[src/bletlv_pkg.sv]
// Shared types and codes for the advertising-data TLV parser.
// No dependencies; used by bletlv_step and ble_adv_data_tlv_parser_core.
`default_nettype none

package bletlv_pkg;

    // Parser phase within one packet
    typedef enum logic [1:0] {
        PH_LEN  = 2'd0,
        PH_TYPE = 2'd1,
        PH_PAY  = 2'd2,
        PH_SKIP = 2'd3
    } t_phase;

    // Byte role codes on the result
    localparam logic [1:0] ROLE_LEN  = 2'd0;
    localparam logic [1:0] ROLE_TYPE = 2'd1;
    localparam logic [1:0] ROLE_PAY  = 2'd2;
    localparam logic [1:0] ROLE_SKIP = 2'd3;

    // Status codes
    localparam logic [1:0] ST_OK      = 2'd0;
    localparam logic [1:0] ST_ZERO    = 2'd1;
    localparam logic [1:0] ST_OVERRUN = 2'd2;
    localparam logic [1:0] ST_LONE    = 2'd3;

    // Parser state carried from byte to byte
    typedef struct packed {
        t_phase     phase;
        logic [7:0] bytes_left;
        logic [7:0] cur_type;
        logic [7:0] payload_pos;
        logic [1:0] err_code;
    } t_state;

    localparam t_state STATE_RESET = '{
        phase:       PH_LEN,
        bytes_left:  8'd0,
        cur_type:    8'd0,
        payload_pos: 8'd0,
        err_code:    ST_OK
    };

    // One result (payload byte and packet end travel separately)
    typedef struct packed {
        logic [1:0] byte_role;
        logic [7:0] ad_type;
        logic [7:0] payload_index;
        logic       field_end;
        logic [1:0] status;
    } t_result;

endpackage

`default_nettype wire

[src/bletlv_step.sv]
// Per-byte parse step: next parser state and result fields for one byte.
// Depends on bletlv_pkg.
`default_nettype none

module bletlv_step (
    input  wire bletlv_pkg::t_state  i_state,
    input  wire logic [7:0]          i_data_byte,
    input  wire logic                i_last_byte,
    output bletlv_pkg::t_state       o_state,
    output bletlv_pkg::t_result      o_result
);

    logic [7:0] left_dec;
    bletlv_pkg::t_state st;

    assign left_dec = i_state.bytes_left - 8'd1;

    // Decode byte by phase
    always_comb begin
        st       = i_state;
        o_result = '{
            byte_role:     bletlv_pkg::ROLE_LEN,
            ad_type:       8'd0,
            payload_index: 8'd0,
            field_end:     1'b0,
            status:        bletlv_pkg::ST_OK
        };
        case (i_state.phase)
            bletlv_pkg::PH_LEN: begin
                o_result.byte_role = bletlv_pkg::ROLE_LEN;
                if (i_last_byte) begin
                    o_result.status = bletlv_pkg::ST_LONE;
                end else if (i_data_byte == 8'd0) begin
                    st.err_code     = bletlv_pkg::ST_ZERO;
                    o_result.status = bletlv_pkg::ST_ZERO;
                    st.phase        = bletlv_pkg::PH_SKIP;
                end else begin
                    st.bytes_left  = i_data_byte;
                    st.payload_pos = 8'd0;
                    st.phase       = bletlv_pkg::PH_TYPE;
                end
            end
            bletlv_pkg::PH_TYPE: begin
                o_result.byte_role = bletlv_pkg::ROLE_TYPE;
                o_result.ad_type   = i_data_byte;
                st.cur_type        = i_data_byte;
                st.bytes_left      = left_dec;
                if (left_dec == 8'd0) begin
                    o_result.field_end = 1'b1;
                    st.phase           = bletlv_pkg::PH_LEN;
                end else begin
                    st.phase = bletlv_pkg::PH_PAY;
                    if (i_last_byte) begin
                        o_result.status = bletlv_pkg::ST_OVERRUN;
                    end
                end
            end
            bletlv_pkg::PH_PAY: begin
                o_result.byte_role     = bletlv_pkg::ROLE_PAY;
                o_result.ad_type       = i_state.cur_type;
                o_result.payload_index = i_state.payload_pos;
                st.payload_pos         = i_state.payload_pos + 8'd1;
                st.bytes_left          = left_dec;
                if (left_dec == 8'd0) begin
                    o_result.field_end = 1'b1;
                    st.phase           = bletlv_pkg::PH_LEN;
                end else if (i_last_byte) begin
                    o_result.status = bletlv_pkg::ST_OVERRUN;
                end
            end
            default: begin
                o_result.byte_role = bletlv_pkg::ROLE_SKIP;
                o_result.status    = i_state.err_code;
            end
        endcase
    end

    // Packet end returns the parser to its reset state
    assign o_state = i_last_byte ? bletlv_pkg::STATE_RESET : st;

endmodule

`default_nettype wire

[src/ble_adv_data_tlv_parser_core.sv]
// BLE advertising-data TLV parser, top level: input register, parse step, result register.
// Depends on bletlv_pkg and bletlv_step.
//
//  Channel | Direction | Handshake               | Payload
//  --------+-----------+-------------------------+------------------------------------------
//  in      | input     | i_in_valid / o_in_stall | i_data_byte, i_last_byte
//  out     | output    | o_out_valid / i_out_stall | o_byte_role, o_ad_type, o_payload_index,
//          |           |                         | o_payload_byte, o_field_end, o_packet_end,
//          |           |                         | o_status
//
// One request per cycle unless the output stalls; stages: input register, result register.
// The parse step is one combinational pass between those registers, updating the state.
// Synchronous active-low reset clears valids and parser state.
// A stall on a valid result holds the result stage and a full input stage; o_in_stall rises
// only while the input stage is full and cannot advance.
`default_nettype none

module ble_adv_data_tlv_parser_core (
    input  wire logic       i_clk,
    input  wire logic       i_rst_n,
    input  wire logic       i_in_valid,
    output logic            o_in_stall,
    input  wire logic [7:0] i_data_byte,
    input  wire logic       i_last_byte,
    output logic            o_out_valid,
    input  wire logic       i_out_stall,
    output logic [1:0]      o_byte_role,
    output logic [7:0]      o_ad_type,
    output logic [7:0]      o_payload_index,
    output logic [7:0]      o_payload_byte,
    output logic            o_field_end,
    output logic            o_packet_end,
    output logic [1:0]      o_status
);

    logic                  r_in_valid;
    logic [7:0]            r_in_byte;
    logic                  r_in_last;
    logic                  r_out_valid;
    bletlv_pkg::t_result   r_result;
    logic [7:0]            r_out_byte;
    logic                  r_out_last;
    bletlv_pkg::t_state    r_state;
    bletlv_pkg::t_state    n_state;
    bletlv_pkg::t_result   n_result;
    logic                  adv;
    logic                  in_take;

    // Pipeline advance: result slot is free or being drained
    assign adv        = !r_out_valid || !i_out_stall;
    assign o_in_stall = r_in_valid && !adv;
    assign in_take    = i_in_valid && !o_in_stall;

    // Input stage
    always_ff @(posedge i_clk) begin
        if (!i_rst_n) begin
            r_in_valid <= 1'b0;
        end else if (in_take) begin
            r_in_valid <= 1'b1;
        end else if (adv) begin
            r_in_valid <= 1'b0;
        end
    end

    always_ff @(posedge i_clk) begin
        if (in_take) begin
            r_in_byte <= i_data_byte;
            r_in_last <= i_last_byte;
        end
    end

    bletlv_step u_step (
        .i_state     (r_state),
        .i_data_byte (r_in_byte),
        .i_last_byte (r_in_last),
        .o_state     (n_state),
        .o_result    (n_result)
    );

    // Parser state moves when a byte passes to the result stage
    always_ff @(posedge i_clk) begin
        if (!i_rst_n) begin
            r_state <= bletlv_pkg::STATE_RESET;
        end else if (r_in_valid && adv) begin
            r_state <= n_state;
        end
    end

    // Result stage
    always_ff @(posedge i_clk) begin
        if (!i_rst_n) begin
            r_out_valid <= 1'b0;
        end else if (adv) begin
            r_out_valid <= r_in_valid;
        end
    end

    always_ff @(posedge i_clk) begin
        if (adv && r_in_valid) begin
            r_result   <= n_result;
            r_out_byte <= r_in_byte;
            r_out_last <= r_in_last;
        end
    end

    assign o_out_valid     = r_out_valid;
    assign o_byte_role     = r_result.byte_role;
    assign o_ad_type       = r_result.ad_type;
    assign o_payload_index = r_result.payload_index;
    assign o_payload_byte  = r_out_byte;
    assign o_field_end     = r_result.field_end;
    assign o_packet_end    = r_out_last;
    assign o_status        = r_result.status;

endmodule

`default_nettype wire
[config.mk]
export PLATFORM = sky130hd
export DESIGN_NAME = ble_adv_data_tlv_parser_core
export DESIGN_NICKNAME = d
export VERILOG_FILES = /design/src/bletlv_pkg.sv /design/src/bletlv_step.sv /design/src/ble_adv_data_tlv_parser_core.sv
export SDC_FILE = /design/constraint.sdc
export NUM_CORES = 1
export LEC_CHECK = 0
export BUFFER_PORTS_ARGS = -buffer_cell sky130_fd_sc_hd__buf_4
export CORE_UTILIZATION = 43
export DETAILED_ROUTE_END_ITERATION = 8
export SLEW_MARGIN = 5
export SYNTH_ARGS = -nofsm -noshare
export SYNTH_HDL_FRONTEND = slang
export SYNTH_SLANG_ARGS = --single-unit
[constraint.sdc]
create_clock -name i_clk -period 3 [get_ports i_clk]
set_clock_uncertainty 0.2 [all_clocks]
set_input_delay 0.15 -clock i_clk [delete_from_list [all_inputs] [get_ports i_clk]]
set_output_delay 0.15 -clock i_clk [all_outputs]
set_load 0.02 [all_outputs]
# [Yosys cells after proc, flatten, opt, wreduce, memory -nomap -nowiden]
# Cells that the tools add are included.
[word_totals] reg_bits=69 latch_bits=0 ram_bits=0 mem_bits_ro=0 in_bits=13 out_inout_bits=32 wordCells=66 n_memories=0
[classes] add_sub_neg=2 multipliers=0 div=0 order_cmp=0 n_eq_ne=4 shifts=0 mux=21 bitwise_logic=0 n_reduce_logical=23
[ops] cell="case mux 8 bit (2 select lines)" count=2
[ops] cell="case mux 10 bit (3 select lines)" count=1
[ops] cell="two-way mux 28 bit" count=1
[ops] cell="two-way mux 8 bit" count=3
[ops] cell="logical NOT 8 bit" count=2
[ops] cell="two-way mux 2 bit" count=8
[ops] cell="AND reduction 3 bit" count=4
[ops] cell="adder 8 x 1 -> 8 bit, second input constant" count=1
[ops] cell="nonzero test 2 bit" count=4
[ops] cell="subtractor 8 x 1 -> 8 bit, second input constant" count=1
[ops] cell="case mux 2 bit (3 select lines)" count=1
[ops] cell="logical NOT 1 bit" count=4
[ops] cell="two-way mux 1 bit" count=4
[ops] cell="case mux 2 bit (2 select lines)" count=1
[ops] cell="nonzero test 4 bit" count=1
[ops] cell="logical AND 1 bit" count=3
[ops] cell="inequality test 3 x 2 -> 1 bit, second input constant" count=1
[ops] cell="inequality test 3 bit, second input constant" count=1
[ops] cell="nonzero test 3 bit" count=1
[ops] cell="== test 2 x 1 -> 1 bit, second input constant" count=1
[ops] cell="== test 2 bit, second input constant" count=1
[ops] cell="logical NOT 2 bit" count=1
[ops] cell="AND reduction 2 bit" count=1
[ops] cell="OR reduction 2 bit" count=1
[ops] cell="logical OR 1 bit" count=1

# [Longest topological paths before layout]
# Gate-level depths: netlist of run 1.
[depth] word_depth=7 depth_mapped=8

# [Modules after synthesis]
# Synthesis of run 1 repeated with hierarchy kept, for this count alone.
[hier_totals] cells_unflattened=336 hier_area_um2=3414.5
[modules_own_cells] module="ble_adv_data_tlv_parser_core" n_inst=1 cells_per_inst=168 area_per_inst_um2=2369.8 seq_area_each_um2=1771.7
[modules_own_cells] module="bletlv_step" n_inst=1 cells_per_inst=168 area_per_inst_um2=1044.8 seq_area_each_um2=0.0

# [Least setup slack after synthesis of run 1]
# No wires, ideal clock.
[synth_timing] path_type="reg2reg" start="register r_state[26] (netlist bit)" end="register r_state[9] (netlist bit)" t_arrival_ns=1.717 required_ns=2.730 path_slack_ns=1.013 path_stages_with_launch=7 period_less_slack_ns=1.987 cell_sequence="dfxtp_1 > inv_1 > ha_1 > a31oi_4 > o21ai_4 > or4_1 > a21oi_1"
[synth_between] elab_chain_len=3 elab_cells_between_ends=7 classes_between="eq/ne: 2; mux: 2; reduce/logical: 3"
[synth_lines] element="start: declaration" line="ble_adv_data_tlv_parser_core.sv:43" text="bletlv_pkg::t_state r_state;"
[synth_lines] element="start signal: assignment" line="ble_adv_data_tlv_parser_core.sv:83" text="r_state <= bletlv_pkg::STATE_RESET;"
[synth_lines] element="start signal: assignment" line="ble_adv_data_tlv_parser_core.sv:85" text="r_state <= n_state;"
[synth_lines] element="== test 2 bit / logical NOT 2 bit (equally long branches)" line="bletlv_step.sv:28" text="case (i_state.phase)"
[synth_lines] element="case mux 8 bit (2 select lines) (tied with other cells)" line="bletlv_step.sv:28"
[synth_lines] element="two-way mux 28 bit / AND reduction 3 bit (equally long branches)"
# Parallel ways exist; a longest one is shown, timed or not.
# A chain may end at the register's enable or synchronous reset.

# [Worst setup path after layout of run 1]
[layout_timing] start="register r_state[26] (netlist bit)" end="register r_state[18] (netlist bit)"
[layout_between] elab_chain_len=3 elab_cells_between_ends=8 classes_between="eq/ne: 3; mux: 2; reduce/logical: 3"
[layout_lines] element="== test 2 bit (tied with other cells)" line="bletlv_step.sv:28"
[layout_lines] element="case mux 10 bit (3 select lines) (tied with other cells)" line="bletlv_step.sv:28"
[layout_lines] element="two-way mux 28 bit / AND reduction 3 bit (equally long branches)"
# Parallel ways exist; a longest one is shown, timed or not.

==> summary.md, run 1 <==
| Metric | Value |
|---|---|
| IO Pins | `45` |
| Total track usage | `18.9%` |
| Final min period | `2.38 ns` |
| Final hold vios | `0` |
| Die ar. | `7220 um^2` |
| Max Freq | `420 MHz` |
| WL/cell | `15.8 um` |
| Initial antenna violation count | `0` |
| Via density | `5.39` |
| Async SR Flop Fraction | `0%` |
| WHS | `0.281 ns` |
| Largest net degree at the start of global routing | `23` |
| Final setup viols | `0` |
| Most frequent cells in the layout | `buf_4 (46), edfxtp_1 (39), dfxtp_1 (29)` |
| Placed Cells | `360` |
| Slew HR | `49.9%` |
| Cell-internal power | `1.57 mW` |
| Drt initial violations | `205` |
| Clock power frac | `39.9%` |
| Post-Layout Cell Count | `390` |
| TritonCTS clock tree | `yes` |
| Unique masters post-synth | `52` |
| TritonRoute pass-1 iters | `4` |
| IO Port Bufs | `44` |
| Syn. warnings | `0` |
| HP Class | `reg2reg` |
| Crit path capture type | `register` |
| Fin crit share | `79.4%` |
| Total core area | `6490 um^2` |
| Max Root-Sink Buffers | `2` |
| Clock transition at the registers of the reported paths | `0.07 ns` |
| Post-synth EDFFs | `39` |
| Post-Syn Area per Cell | `11.9 um^2` |
| RSZ-0062 raised after global routing | `no` |
| Sequential power share | `50.9%` |
| Routed wire length | `6170 um` |
| First-pass GRT wire length | `10300 um` |
| Worst slew pin tran | `0.750 ns` |
| Outcome | `finished, final reports clean` |
| CP Max Fanout | `21` |
| H-tree Lvls | `3` |
| Setup TNS | `0 ns` |
| Post-CTS Resized | `0` |
| Cell area after synthesis | `2960 um^2` |
| Crit path arrival time | `2.45 ns` |
| Share of layout cells above drive strength 1 | `23.3%` |
| Max VDD drop | `0.000299 V` |
| Routability cong. | `0.843` |
| Number of vias in the routed layout | `2103` |
| Final HPWL DP | `3970 um` |
| Switch share | `23.7%` |
| CP Class | `reg2reg` |
| Area growth syn-to-layout | `24.9%` |
| Die Y | `85.0 um` |
| Max Slew Vio Count | `0` |
| Post-synthesis sequential area ratio | `59.1%` |
| Die Span X | `85.0 um` |
| Ant diodes | `0` |
| Max-cap violation count | `0` |
| Fin nets | `328` |
| Top FF cell, synth | `edfxtp_1` |
| Most common cell after layout, fill and taps aside | `buf_4` |
| CP Launch Type | `register` |
| Crit path required time | `3.07 ns` |
| Cell Pwr Density | `558 nW/um^2` |
| P_sw | `0.488 mW` |
| Mapped Nets | `268` |
| Routed Antenna Nets | `0` |
| Util after Layout | `56.9%` |
| Synth Instances | `248` |
| Lkg Pwr | `1.34 nW` |
| Vias in the first global route | `2049` |
| CTS root buffer | `clkbuf_8` |
| # rows | `29` |
| Total grt overflow | `0` |
| Sink Count | `68` |
| Post-CTS setup buffers | `0` |
| Fillers | `588` |
| Clk_lat worst skew | `0.34 ns` |
| Number of buffers inserted during clock tree synthesis | `9` |
| Starting Density | `45.6%` |
| Combinational share of power | `9.3%` |
| FF+latch count, synth | `68` |
| DR DRC count | `0` |
[layout make-up]
class,instances,area [um^2],share of cell area (%)
Sequential cell,68,1750,47.4
Multi-Input combinational cell,162,1120,30.3
Timing Repair Buffer,60,485,13.1
Clock buffer,10,128,3.45
Tap cell,77,96.3,2.60
Clock inverter,6,88.8,2.40
Inverter,7,26.3,0.710
[cells in the mapped netlist (all sizes together) (7+ instances only)]
master	instances	share of area, %
a22oi	14	3.5
and2	10	2.2
clkbuf	10	1.9
dfxtp	29	20
edfxtp	39	40
ha	7	3.0
nand2	12	1.5
nand3	12	2.0
nor2	18	2.3
nor2b	11	2.3
o21ai	12	2.5
[routing by layer]
metal / wire length, um / share of wire, % / track usage (%) / up-vias
met2: 2740 / 44 / 27.8 / 57
li1: - / - / - / 1048
met3: 319 / 5.2 / 3.60 / 7
met4: 68 / 1.1 / 9.24 / 0
met5: 0 / 0 / 0 / -
met1: 3050 / 49 / 26.8 / 991
[repair_timing]
action,CTS,global route
hold endpoints to repair,25,0
setup endpoints to repair,0,0
hold buffers,14,0
[registers in the layout, indices dropped and copies added (netlist names)]
signal and flops:
r_state 27, r_in_last 1, o_out_valid 1, o_payload_index 8, o_packet_end 1, o_field_end 1, r_in_valid 1, o_byte_role 2
r_in_byte 8, o_ad_type 8, o_payload_byte 8, o_status 2
[worst max-delay path: stages, from the launching register on]
cell and delay (ns):
dfxtp_1 0.43, inv_1 0.11, ha_1 0.44, or3_1 0.47, o21ai_2 0.18, a31o_2 0.24, nand2_1 0.07, a21boi_0 0.17
[cells by family after synthesis]
kind of cell / Yosys count / synth area share (%)
compound gates: 61 / 16.3
xor+xnor: 11 / 3.25
fa+ha+maj: 7 / 2.96
buf+inv: 18 / 2.96
flops: 68 / 59.1
mux: 1 / 0.338
simple gates: 82 / 15.1
[power groups by stage]
stage | registers (mW) | logic, mW | clock network [mW]
after floorplan | 1.08 | 0.0966 | 0
after global placement | 1.07 | 0.176 | 0
after detailed placement | 1.07 | 0.176 | 0
after CTS | 1.05 | 0.191 | 0.836
after global routing | 1.05 | 0.208 | 0.872
final | 1.05 | 0.191 | 0.822
[stage by stage]
step / setup WS [ns] / total power [mW] / area [um^2]
after floorplan: 1.01 / 1.18 / 2960
after global placement: 0.718 / 1.24 / 3340
after detailed placement: 0.608 / 1.25 / 3340
after CTS: 0.623 / 2.08 / 3700
after global routing: 0.386 / 2.13 / 3700
final: 0.618 / 2.06 / 3700
[final timing paths]
kind	start	to	slack, ns	depth (start not counted)
worst max-delay path	r_state[26]$_SDFFE_PN0P_	r_state[18]$_SDFFE_PN0P_	0.62	7
worst min-delay path	r_state[0]$_SDFFE_PN0P_	r_state[0]$_SDFFE_PN0P_	0.28	2
worst max register to register	r_state[26]$_SDFFE_PN0P_	r_state[18]$_SDFFE_PN0P_	0.62	7
worst min register to register	r_state[0]$_SDFFE_PN0P_	r_state[0]$_SDFFE_PN0P_	0.28	2
No activity file was read; power rests on OpenSTA's default activity.
==> run 2: changes to the inputs <==
==> constraint.sdc (replaced) <==
create_clock -name i_clk -period 2.45 [get_ports i_clk]
set_clock_uncertainty 0.2 [all_clocks]
set_input_delay 0.1225 -clock i_clk [delete_from_list [all_inputs] [get_ports i_clk]]
set_output_delay 0.1225 -clock i_clk [all_outputs]
set_load 0.02 [all_outputs]
==> summary.md, run 2 (synthesis gave the netlist of run 1 again) <==
| Metric | Value |
|---|---|
| Outcome | `finished, final reports clean` |
| HP Class | `reg2reg` |
| Post-CTS setup buffers | `0 (unchanged)` |
| Number of vias in the routed layout | `2156 (+2.5%)` |
| Routed Antenna Nets | `0 (unchanged)` |
| Crit path capture type | `register` |
| Share of layout cells above drive strength 1 | `24.5% (+1.2 points)` |
| TritonCTS clock tree | `yes` |
| Clock transition at the registers of the reported paths | `0.06 ns (about the same)` |
| Post-Layout Cell Count | `395 (+1.3%)` |
| Max Root-Sink Buffers | `2 (unchanged)` |
| Max VDD drop | `0.000343 V (+15%)` |
| Combinational share of power | `10.1% (+0.8 points)` |
| Worst path max stage delay | `0.42 ns (-0.05 ns)` |
| Hold buffers post-CTS | `14 (unchanged)` |
| Grt peak-use layer | `met2` |
| Final setup viols | `0 (unchanged)` |
| Initial antenna violation count | `0 (unchanged)` |
| Largest net degree at the start of global routing | `31 (+35%)` |
| Util after Layout | `57.0% (+0.077 points)` |
| Largest Register | `r_state` |
| DR DRC count | `0 (unchanged)` |
| Met3 Track Usage GR | `5.06% (+1.5 points)` |
| Sink Count | `68 (unchanged)` |
| Sequential power share | `53.4% (+2.5 points)` |
| H-tree Lvls | `3 (unchanged)` |
| Die ar. | `7220 um^2 (unchanged)` |
| Max-cap violation count | `0 (unchanged)` |
| Post-CTS Resized | `0 (unchanged)` |
| M1 GR Usage | `26.5% (-0.31 points)` |
| CP Class | `reg2reg` |
| Cell-internal power | `1.82 mW (+16%)` |
| Total track usage | `18.8% (-0.11 points)` |
| RSZ-0062 raised after global routing | `no` |
| Via density | `5.46 (+1.2%)` |
| # rows | `29 (unchanged)` |
| P_sw | `0.577 mW (+18%)` |
| Die Span X | `85.0 um (unchanged)` |
| Clk_lat worst skew | `0.34 ns (about the same)` |
| Slowest cell on crit path | `dfxtp_1` |
| Number of buffers inserted during clock tree synthesis | `9 (unchanged)` |
| IO Port Bufs | `44 (unchanged)` |
| Cell Pwr Density | `648 nW/um^2 (+16%)` |
| Setup TNS | `0 ns (unchanged)` |
| First-pass GRT wire length | `10200 um (-0.80%)` |
| Ant diodes | `0 (unchanged)` |
| Clock power frac | `36.6% (-3.3 points)` |
| Fin crit share | `88.5% (+9.1 points)` |
| IO Pins | `45 (unchanged)` |
| Pwr Total | `2.40 mW (+16%)` |
| Vias in the first global route | `2042 (-0.34%)` |
| Pre-CTS WS | `0.309 ns (-0.299 ns)` |
| Routed wire length | `6160 um (-0.28%)` |
| Critical-path cell list | `inv_1, ha_1, or3_1, o21ai_2, a31o_2, nand2_1, a21boi_0` |
| Worst Setup Slack, final | `0.283 ns (-0.336 ns)` |
| Die Y | `85.0 um (unchanged)` |
| Area growth syn-to-layout | `25.1%` |
| Worst slew pin tran | `0.584 ns (-0.166 ns)` |
| Slew HR | `60.8% (+11 points)` |
| CTS root buffer | `clkbuf_8` |
| Met2 GRT Util | `26.9% (-0.88 points)` |
| Delay-heaviest family, CP | `compound AO/OA/AOI/OAI gates` |
| Max reg flops | `27 (unchanged)` |
| Placed Cells | `365 (+1.4%)` |
| Drt initial violations | `172 (-16%)` |
| WL/cell | `15.6 um (-1.5%)` |
| Crit path required time | `2.51 ns (-0.56 ns)` |
| Final HPWL DP | `3920 um (-1.4%)` |
| Fin nets | `333 (+1.5%)` |
| Total core area | `6490 um^2 (unchanged)` |
| Lkg Pwr | `1.35 nW (+0.94%)` |
| Total grt overflow | `0 (unchanged)` |
| Final min period | `2.17 ns (-0.214 ns)` |
| Crit path arrival time | `2.23 ns (-0.22 ns)` |
| Most frequent cells in the layout | `buf_4 (51), edfxtp_1 (39), dfxtp_1 (29)` |
| Routability cong. | `0.811 (-3.9%)` |
| Most common cell after layout, fill and taps aside | `buf_4` |
| Switch share | `24.0% (+0.39 points)` |
| TritonRoute pass-1 iters | `4 (unchanged)` |
| CP Max Fanout | `8 (-62%)` |
| Max Freq | `461 MHz (+9.9%)` |
| Final hold vios | `0 (unchanged)` |
| Worst Path Buf+Inv | `1 (unchanged)` |
| CP Launch Type | `register` |
| Starting Density | `45.6% (unchanged)` |
| Max Slew Vio Count | `0 (unchanged)` |
## run 2: cell types whose count changed in the layout (fill, tap and decap cells not counted)
cell and delta:
bufinv_16 -1, buf_4 +5, clkinv_2 +3, clkinv_4 -2, clkinv_1 -1, clkbuf_1 +1
## run 2: through the flow
step           instance area, um^2  hold WS, ns
6_report                      3700        0.280
3_3_place_gp                  3380        0.102
2_1_floorplan                 2960       0.0214
3_5_place_dp                  3380        0.102
5_1_grt                       3700        0.290
4_1_cts                       3700        0.279
## run 2: area by class of cell
class,count,area (um^2)
flip-flops and latches,68,1750
multi-input cells,162,1120
clock buffers,11,131
fillers,563,2790
repair buffers,65,523
well taps,77,96.3
inverters,7,26.3
clock inverters,5,52.6
## run 2: routing by layer
metal / up-vias / wire length (um) / part of all wire [%]
met5: - / 0 / 0
met3: 10 / 389 / 6.3
met4: 0 / 115 / 1.9
met2: 66 / 2670 / 43
li1: 1058 / - / -
met1: 1022 / 2980 / 48
## run 2: power groups by stage
stage / sequential (mW) / clock (mW) / combinational (mW)
5_1_grt: 1.29 / 0.953 / 0.263
3_3_place_gp: 1.31 / 0 / 0.222
2_1_floorplan: 1.33 / 0 / 0.118
3_5_place_dp: 1.31 / 0 / 0.223
4_1_cts: 1.28 / 0.907 / 0.241
6_report: 1.28 / 0.878 / 0.242
## run 2: worst paths after layout
check                            from                  endpoint  slack, ns  depth (start not counted)
max          r_state[26]$_SDFFE_PN0P_  r_state[18]$_SDFFE_PN0P_       0.28                          7
min          r_state[19]$_SDFFE_PN0P_  r_state[19]$_SDFFE_PN0P_       0.28                          2
max reg2reg  r_state[26]$_SDFFE_PN0P_  r_state[18]$_SDFFE_PN0P_       0.28                          7
min reg2reg  r_state[19]$_SDFFE_PN0P_  r_state[19]$_SDFFE_PN0P_       0.28                          2
## run 2: worst reg2reg max path, stage by stage, from the launching register on
cell	delay (ns)
dfxtp_1	0.42
inv_1	0.10
ha_1	0.32
or3_1	0.38
o21ai_2	0.20
a31o_2	0.25
nand2_1	0.07
a21boi_0	0.15
==> run 3: changes to the inputs <==
--- a/config.mk
+++ b/config.mk
@@ -6,6 +6,7 @@
 export NUM_CORES = 1
 export LEC_CHECK = 0
 export BUFFER_PORTS_ARGS = -buffer_cell sky130_fd_sc_hd__buf_4
+export CORE_MARGIN = 5
 export CORE_UTILIZATION = 43
 export DETAILED_ROUTE_END_ITERATION = 8
 export SLEW_MARGIN = 5
==> summary.md, run 3 (synthesis gave the netlist of run 1 again) <==
| Metric | Value |
|---|---|
| CTS root buffer | `clkbuf_8` |
| Number of vias in the routed layout | `2129 (-1.3%)` |
| Largest Register | `r_state` |
| CP Max Fanout | `8 (unchanged)` |
| Cell Pwr Density | `658 nW/um^2 (+1.5%)` |
| RR Endpoint | `r_state[18]$_SDFFE_PN0P_` |
| Number of buffers inserted during clock tree synthesis | `9 (unchanged)` |
| WHS | `0.279 ns (-0.00158 ns)` |
| HP Class | `reg2reg` |
| Critical path startpoint | `r_state[26]$_SDFFE_PN0P_` |
| Max reg flops | `27 (unchanged)` |
| Routed wire length | `6400 um (+3.9%)` |
| DR DRC count | `0 (unchanged)` |
| Placed Area | `3390 um^2 (+0.33%)` |
| Area growth syn-to-layout | `26.1%` |
| Total core area | `6760 um^2 (+4.0%)` |
| Pwr Total | `2.46 mW (+2.3%)` |
| Clock transition at the registers of the reported paths | `0.07 ns (about the same)` |
| Setup TNS | `0 ns (unchanged)` |
| Pre-CTS WS | `0.284 ns (-0.0249 ns)` |
| Die Span X | `93.0 um (+9.4%)` |
| CP Class | `reg2reg` |
| Util after Layout | `55.3% (-1.8 points)` |
| Routed Antenna Nets | `0 (unchanged)` |
| Largest net degree at the start of global routing | `27 (-13%)` |
| Worst r2r src | `r_state[26]$_SDFFE_PN0P_` |
| Final instance area | `3730 um^2 (+0.81%)` |
| Total track usage | `15.8% (-3.0 points)` |
| Most common cell after layout, fill and taps aside | `buf_4` |
| Hold depth | `2 (unchanged)` |
| Post-CTS Resized | `0 (unchanged)` |
| TritonCTS clock tree | `yes` |
| Reg2reg setup slack | `0.26 ns (-0.03 ns)` |
| Worst R2R Path Depth | `7 (unchanged)` |
| Crit path required time | `2.50 ns (about the same)` |
| Initial antenna violation count | `0 (unchanged)` |
| CP Launch Type | `register` |
| Drt initial violations | `101 (-41%)` |
| Routability cong. | `0.872 (+7.6%)` |
| Hold buffers post-CTS | `14 (unchanged)` |
| First-pass GRT wire length | `10500 um (+3.2%)` |
| WL/cell | `16.0 um (+2.9%)` |
| # rows | `30 (+3.4%)` |
| IO Port Bufs | `44 (unchanged)` |
| Post-Layout Cell Count | `399 (+1.0%)` |
| Hold Crit Start | `r_state[9]$_SDFFE_PN0P_` |
| Hold Crit Endpoint | `r_state[9]$_SDFFE_PN0P_` |
| Via density | `5.34 (-2.2%)` |
| Final setup viols | `0 (unchanged)` |
| Fin crit share | `89.5% (+1.1 points)` |
| Max-cap violation count | `0 (unchanged)` |
| Max VDD drop | `0.000410 V (+19%)` |
| H-tree Lvls | `3 (unchanged)` |
| Final hold vios | `0 (unchanged)` |
| Crit path arrival time | `2.25 ns (+0.02 ns)` |
| Lkg Pwr | `1.37 nW (+1.1%)` |
| Total grt overflow | `0 (unchanged)` |
| P_sw | `0.575 mW (-0.48%)` |
| Sequential power share | `52.2% (-1.2 points)` |
| Clock power frac | `37.9% (+1.3 points)` |
| Worst Setup Slack, final | `0.256 ns (-0.0264 ns)` |
| Vias in the first global route | `2122 (+3.9%)` |
| Clk_lat worst skew | `0.34 ns (about the same)` |
| Worst slew pin tran | `0.548 ns (-0.0355 ns)` |
| Die Y | `93.0 um (+9.4%)` |
| Final min period | `2.19 ns (+0.0264 ns)` |
| Max Freq | `456 MHz (-1.2%)` |
| Sink Count | `68 (unchanged)` |
| Cell-internal power | `1.88 mW (+3.2%)` |
| Final HPWL DP | `4170 um (+6.5%)` |
| Crit path capture type | `register` |
| Post-CTS setup buffers | `0 (unchanged)` |
| Most frequent cells in the layout | `buf_4 (52), edfxtp_1 (39), dfxtp_1 (29)` |
| Placed Cells | `369 (+1.1%)` |
| Outcome | `finished, final reports clean` |
| Ant diodes | `0 (unchanged)` |
| Starting Density | `43.8% (-1.8 points)` |
| Fin nets | `334 (+0.30%)` |
| Max Slew Vio Count | `0 (unchanged)` |
| Switch share | `23.4% (-0.66 points)` |
| IO Pins | `45 (unchanged)` |
| Slew HR | `63.2% (+2.4 points)` |
| Combinational share of power | `9.9% (-0.2 points)` |
| Max Root-Sink Buffers | `2 (unchanged)` |
| TritonRoute pass-1 iters | `4 (unchanged)` |
| Share of layout cells above drive strength 1 | `25.1% (+0.55 points)` |
| RSZ-0062 raised after global routing | `no` |
| Die ar. | `8650 um^2 (+20%)` |
## run 3: critical path: stages (launching register included)
cell	delay, ns
dfxtp_1	0.42
inv_1	0.11
ha_1	0.32
or3_1	0.39
o21ai_2	0.19
a31o_2	0.23
nand2_1	0.07
a21boi_0	0.18
## run 3: layer usage
metal	GRT usage, %	part of all wire, %
met1	20.0	45
met2	25.7	48
met3	3.70	6.2
met4	7.08	1.1
met5	0	0
## run 3: worst max path at each step
stage	to	slack [ns]	cells past startpoint
finish	r_state[18]$_SDFFE_PN0P_	0.26	7
global route	r_state[18]$_SDFFE_PN0P_	0.07	7
CTS	r_state[18]$_SDFFE_PN0P_	0.25	7
detailed placement	r_state[18]$_SDFFE_PN0P_	0.28	7
global placement	r_state[9]$_SDFFE_PN0P_	0.35	6
floorplan	r_state[9]$_SDFFE_PN0P_	0.46	6
## run 3: layout make-up
cell class,count,area [um^2]
well taps,80,100
multi-input cells,162,1120
repair buffers,66,531
inverters,7,26.3
clock inverters,4,47.5
clock buffers,12,155
flip-flops and latches,68,1750
fillers,600,3020
## run 3: power by group through the flow
stage          combinational [mW]  clock [mW]  sequential [mW]
4_1_cts                     0.245       0.949             1.28
5_1_grt                     0.266       0.996             1.29
3_3_place_gp                0.226           0             1.31
3_5_place_dp                0.227           0             1.31
6_report                    0.244       0.931             1.28
2_1_floorplan               0.118           0             1.33
